`config.mk`:
```
export PLATFORM = sky130hd
export DESIGN_NAME = bpc_divider
export DESIGN_NICKNAME = d
export VERILOG_FILES = /design/src/hdl/bpc_pkg.sv /design/src/hdl/bpc_divider.sv
export SDC_FILE = /design/constraint.sdc
export NUM_CORES = 2
export LEC_CHECK = 0
export BUFFER_PORTS_ARGS = -buffer_cell sky130_fd_sc_hd__buf_2
export CAP_MARGIN = 20
export CORE_MARGIN = 8
export CORE_UTILIZATION = 70
export CTS_BUF_LIST = sky130_fd_sc_hd__clkbuf_4
export DETAILED_ROUTE_END_ITERATION = 16
export HOLD_SLACK_MARGIN = 0.06
export PLACE_DENSITY = 0.87
export SLEW_MARGIN = 40
export SYNTH_ARGS = -nofsm -noshare
export SYNTH_HDL_FRONTEND = slang
export SYNTH_SLANG_ARGS = --single-unit
```
`constraint.sdc`:
```
create_clock -name clk -period 6.65 [get_ports clk]
set_input_delay 1.33 -clock clk [delete_from_list [all_inputs] [get_ports clk]]
set_output_delay 1.33 -clock clk [all_outputs]
set_load 0.01 [all_outputs]
```
`src/hdl/bpc_pkg.sv`:
```
package bpc_pkg;

  // Fixed-point format: unsigned, 24 fraction bits, one integer bit for 1.0
  localparam int FRAC_BITS = 24;
  localparam int Q_BITS    = FRAC_BITS + 1;
  localparam logic [Q_BITS-1:0] ONE_Q = {1'b1, {FRAC_BITS{1'b0}}};

  // Polynomial weights of the first two channels
  localparam int FIRST_COEF  = 18;
  localparam int SECOND_COEF = 144;

  // Register widths and reset values
  localparam int LIMIT_BITS     = 16;
  localparam int WEIGHT_BITS    = 8;
  localparam int CFG_INDEX_BITS = 3;
  localparam int MAX_ITER_RESET = 100;
  localparam int GAIN_RESET     = 255;
  localparam int WEIGHT_RESET   = 9;

  // Default parameter values
  localparam int COUNT_BITS_DEF = 16;
  localparam int GAIN_BITS_DEF  = 8;

  // Configuration register indexes
  typedef enum logic [CFG_INDEX_BITS-1:0] {
    REG_MAX_ITER     = 3'd0,
    REG_GAIN_FIRST   = 3'd1,
    REG_GAIN_SECOND  = 3'd2,
    REG_GAIN_THIRD   = 3'd3,
    REG_THIRD_WEIGHT = 3'd4
  } cfg_reg_t;

  // Control that travels alongside each pipeline stage
  typedef struct packed {
    logic valid;
    logic in_set;
  } bpc_tag_t;

  // Q24 product, truncated: floor(a * b / 2^24)
  function automatic logic [Q_BITS-1:0] qmul(input logic [Q_BITS-1:0] a,
                                             input logic [Q_BITS-1:0] b);
    logic [2*Q_BITS-1:0] prod;
    prod = {{Q_BITS{1'b0}}, a} * {{Q_BITS{1'b0}}, b};
    return prod[FRAC_BITS +: Q_BITS];
  endfunction

endpackage

```
`src/hdl/bpc_divider.sv`:
```
module bpc_divider
  import bpc_pkg::*;
#(
  parameter int LIM_BITS = LIMIT_BITS
) (
  input  logic                 clk,
  input  logic                 rst,
  input  logic                 en,
  input  bpc_tag_t             in_tag,
  input  logic [LIM_BITS-1:0]  in_rem,
  input  logic [LIM_BITS-1:0]  limit,
  output bpc_tag_t             out_tag,
  output logic [FRAC_BITS-1:0] out_quot
);

  // One restoring-division step per stage: stage i gives quotient bit 23-i of count*2^24/limit
  bpc_tag_t             tag_q  [FRAC_BITS];
  logic [LIM_BITS-1:0]  rem_q  [FRAC_BITS];
  logic [FRAC_BITS-1:0] quot_q [FRAC_BITS];

  for (genvar i = 0; i < FRAC_BITS; i++) begin : g_step
    bpc_tag_t             tag_prev;
    logic [LIM_BITS-1:0]  rem_prev;
    logic [FRAC_BITS-1:0] quot_prev;
    logic [LIM_BITS:0]    shifted;
    logic [LIM_BITS:0]    diff;
    logic                 ge;

    if (i == 0) begin : g_first
      assign tag_prev  = in_tag;
      assign rem_prev  = in_rem;
      assign quot_prev = '0;
    end else begin : g_rest
      assign tag_prev  = tag_q[i-1];
      assign rem_prev  = rem_q[i-1];
      assign quot_prev = quot_q[i-1];
    end

    // shift in a zero, subtract the divisor when it fits
    assign shifted = {rem_prev, 1'b0};
    assign ge      = shifted >= {1'b0, limit};
    assign diff    = shifted - {1'b0, limit};

    always_ff @(posedge clk) begin
      if (rst) begin
        tag_q[i] <= '0;
      end else if (en) begin
        tag_q[i] <= tag_prev;
      end
    end

    always_ff @(posedge clk) begin
      if (en) begin
        rem_q[i]  <= ge ? diff[LIM_BITS-1:0] : shifted[LIM_BITS-1:0];
        quot_q[i] <= {quot_prev[FRAC_BITS-2:0], ge};
      end
    end
  end

  assign out_tag  = tag_q[FRAC_BITS-1];
  assign out_quot = quot_q[FRAC_BITS-1];

endmodule

```
* Word-level counts from Yosys, hierarchy flattened *
Memory sizes are Yosys's and may differ from the RTL's.
Index checks and enable logic that the tools add are counted.

word-level totals
  bits of input ports = 37
  word-level logic and storage cells = 129
  flip-flop bits (word level) = 0
  memories kept = 3
  bits in writable memories = 1008

operators by class
  bitwise gates (word level) = 24
  add/sub/neg operators = 24
  $lt $le $gt $ge = 24
  muxes and demuxes = 54

memory list
  name    words  width  rd ports  clocked after memory_dff  write ports  RTL line           source
  quot_q  24     24     24        0                         24           bpc_divider.sv:19  logic [FRAC_BITS-1:0] quot_q [FRAC_BITS];
  rem_q   24     16     23        0                         24           bpc_divider.sv:18  logic [LIM_BITS-1:0] rem_q [FRAC_BITS];
  tag_q   24     2      24        0                         24           bpc_divider.sv:17  bpc_tag_t tag_q [FRAC_BITS];

operator list
  cell                                              count
  17-bit by 16-bit >= comparator with 1-bit output  24
  16-bit 2-to-1 mux                                 24
  16-bit subtractor                                 24
  2-bit 2-to-1 mux                                  24
  1-bit OR                                          24
  1-bit 2-to-1 mux                                  6

* Longest topological paths before layout *
  depth after elaboration = 4
  mapped depth = 16
  gate-level depth less buffers = 10

* Worst setup path before layout *
No wires, ideal clock.

  path type = input port to flip-flop
  start = in limit[0]
  end = mem rem_q[2][42] (netlist bit) (data pin)
  stages on the path = 13
  path slack = 1794 ps
  arrival = 4596 ps
  required time = 6390 ps
  buffers on the path = 6
  cells stage by stage = buf_6 buf_12 buf_6 inv_2 clkbuf_1 clkbuf_1 ha_1 nand4_1 o41ai_1 inv_1 a21oi_2 buf_4 mux2_2

RTL lines
  what         RTL line           source
  from (decl)  bpc_divider.sv:11  input logic [LIM_BITS-1:0] limit,
  to (decl)    bpc_divider.sv:18

==> flow_summary.toml <==
[run_status]
status = "complete, no violations"

[finish]
stdcell_count = 4868
num-nets-final = 4391
drive_gt1_share_pct = 15.8
syn_to_final_growth_pct = 8.29
seqCellArea_um2 = 21500
fillCellCount = 4048
multiInputGateArea_um2 = 21100

[clock_network]
cts_sinks = 716
clockRootBuffer = "clkbuf_4"
post-cts-setup-buffers = 0
cts_max_level = 4
clk_path_buf_depth = 3
cts_resized = 0
cts_hold_buf = 0
cts_made_buffers = 177
cts_tree = "built"
clk_pin_slew_ns = 0.06
clock_latency_ns = 1.04

[place]
gp_congestion = 0.938
numPlacedInstances = 4558
place_hpwl_um = 64300
portBuffers = 62

[pwr]
p_switching_mw = 8.97
clock_power_share_pct = 15.4
p_leak_nw = 18.6
p_sw_share_pct = 38.3
intPower_mw = 14.4
p_total_mw = 23.4
seq_power_share_pct = 34.4
ir_worst_vdd_v = 0.000297
power_density_nw_per_um2 = 498
pwr-share-comb_pct = 50.2

[worst_setup_path]
crit_path_start = "limit[1]"
rr_worst_depth = 9
startpoint_type = "input pin"
worst-setup-path-type = "input pin to register"
worstPathRequired_ns = 7.41
cp-end-kind = "register"
critPathCapture = "rem_q[1][20]$_DFFE_PP_"
rr_startpoint = "rem_q[4][37]$_DFFE_PP_"
reg2reg_setup_slack_ns = 3.28
arrival_ns = 4.89
path_max_fanout = 16
r2r-end = "rem_q[4][51]$_DFFE_PP_"

[timing]
worst_clock_skew_ns = 0.0664
min_period_ns = 4.13
clock.fmax_mhz = 242
final_hold_viol_count = 0
setup_violations = 0
fin_crit_sh_pct = 62.1
rsz0062_at_grt = "false"
fin_tns_setup_ns = 0
slew_violations = 0
tightest_slew_ns = 0.841
slew_headroom_pct = 43.9

[detailed_routing]
drc_errors = 0
wl_per_cell_um = 19.2
viasPerCell = 6.28
drt_first_pass_iters = 6
drtIter0Drc = 2374
routed_wl_um = 93400
vias = 30600
antenna_left = 0

[global_routing]
grtUsageTotal_pct = 26.1
grt_start_max_net_pins = 130
grt_pass1_vias = 30000
antenna_found_initial = 2
grt_overflow = 0
grt_first_pass_wirelength_um = 148000

[synth]
syn_area_per_cell_um2 = 11.6
yosys-top-cells-count = "edfxtp_1 (716), ha_1 (383), nor2_1 (235), nand2_1 (230), o21ai_0 (227)"
synth_cell_type_count = 95
syn-instance-count = 3732
yosys.area.top_type = "edfxtp_1"
syn_area_um2 = 43400
yosysWarnings = 0
synth_edf_count = 716
synthTopCellsByArea = "edfxtp_1 (50%), ha_1 (11%), mux2_2 (4.8%)"
ys_seq_area_share_pct = 49.5
synthFlopType = "edfxtp_1"
ys_async_sr_fraction_pct = 0
synth_top_area_share_pct = 49.5
yosys_register_bits = 716
yosysMostFrequentCell = "edfxtp_1"
synth_nets = 4175

[die]
die_y_um = 265
io_pins = 63
die_x_um = 265
placement_rows = 91
die_area_um2 = 70300
initial_core_util_pct = 70.6
core_um2 = 61500

[worst_hold_path]
hold_class = "register to register"

[run]
cap_violations = 0
==> registers in the layout (all words and copies together), names as in the netlist <==
signal / cells
rem_q: 368
quot_q: 300
tag_q: 48
==> per-stage QoR <==
step                instance area [µm²]  setup WS [ns]  util [%]  hold WS, ns
floorplan                         43400           1.79         -        0.400
detailed placement                44800           1.52      72.8        0.405
finish                            47000           2.52      76.5        0.382
global placement                  44700           1.62      72.7        0.400
CTS                               47000           2.61      76.4        0.381
global route                      47000           2.47      76.5        0.381
==> per-layer routing <==
metal | GRT usage [%] | vias to the layer above | wire length (µm)
li1 | - | 14800 | -
met1 | 32.3 | 14500 | 38300
met2 | 44.0 | 1080 | 45300
met3 | 4.96 | 234 | 6040
met4 | 12.5 | 0 | 3660
met5 | 0 | - | 0
==> worst max-delay path: stages <==
cell and delay [ns]:
buf_2 0.11, inv_1 0.60, buf_4 0.33, ha_1 0.27
and2b_1 0.18, o21ba_2 0.20, nand4bb_1 0.21, a41oi_1 0.33
o21bai_1 0.10, a21oi_1 0.25, a21o_1 0.55, mux2_2 0.41
==> logic make-up (layout without fill, tap and decap cells) <==
kind of cell,Yosys count,after routing,synth area share [%]
AO/OA/AOI/OAI,972,972,14.7
AND/OR/NAND/NOR,950,950,10.9
flip-flops,716,716,49.5
adder cells (fa/ha/maj),406,406,12.1
XOR/XNOR,242,242,4.88
multiplexers,223,223,5.75
buffers and inverters,223,565,2.19
other,0,4,0
==> power groups by stage <==
stage | Clock [mW] | Sequential, mW | Combinational, mW
3_3_place_gp | 0 | 8.08 | 11.1
2_1_floorplan | 0 | 7.67 | 9.46
3_5_place_dp | 0 | 8.09 | 11.5
4_1_cts | 3.70 | 8.03 | 11.6
6_report | 3.61 | 8.04 | 11.7
5_1_grt | 3.91 | 8.15 | 13.0
==> worst min path at each step <==
stage                             from                      end  slack (ns)  cells after the start
2_1_floorplan   quot_q[0][0]$_DFFE_PP_  quot_q[0][25]$_DFFE_PP_        0.40                      0
3_3_place_gp    quot_q[3][8]$_DFFE_PP_  quot_q[3][33]$_DFFE_PP_        0.40                      0
3_5_place_dp   quot_q[0][73]$_DFFE_PP_   quot_q[1][2]$_DFFE_PP_        0.40                      0
4_1_cts        quot_q[5][14]$_DFFE_PP_  quot_q[5][39]$_DFFE_PP_        0.38                      0
5_1_grt        quot_q[5][14]$_DFFE_PP_  quot_q[5][39]$_DFFE_PP_        0.38                      0
6_report       quot_q[3][75]$_DFFE_PP_   quot_q[4][4]$_DFFE_PP_        0.38                      0
==> cell type report <==
type | count | area share [%]
Tap cell | 790 | 2.10
Clock buffer | 256 | 4.09
Antenna cell | 4 | 0.0213
Sequential cell | 716 | 45.7
Clock inverter | 49 | 0.583
Timing Repair Buffer | 108 | 1.51
Inverter | 152 | 1.22
Multi-Input combinational cell | 2793 | 44.8
==> cells in the final DEF (no fill, tap or decap), types with 17 or more instances in the layout <==
cell type  count
or2_2         20
nand4_1       52
or3_1         22
and3_1        21
o31ai_1       51
o21a_1        52
a211oi_1      37
mux2i_1       22
a31oi_1       48
ha_1         383
inv_1        144
nand2_1      230
a21oi_1      206
nand3_1       57
nor2b_1       73
a21boi_0      22
buf_2         61
o211ai_1      17
a21o_1       103
xor2_1        71
fa_1          23
xnor2_1      171
o21ai_0      227
clkbuf_4     256
o21bai_1      23
nand2b_1      53
buf_4         43
mux2_2       185
edfxtp_1     716
and2_1        73
o31a_1        20
nor2_1       235
nor3_1        73
clkinv_1      29
Power figures use the tool's default switching activity.
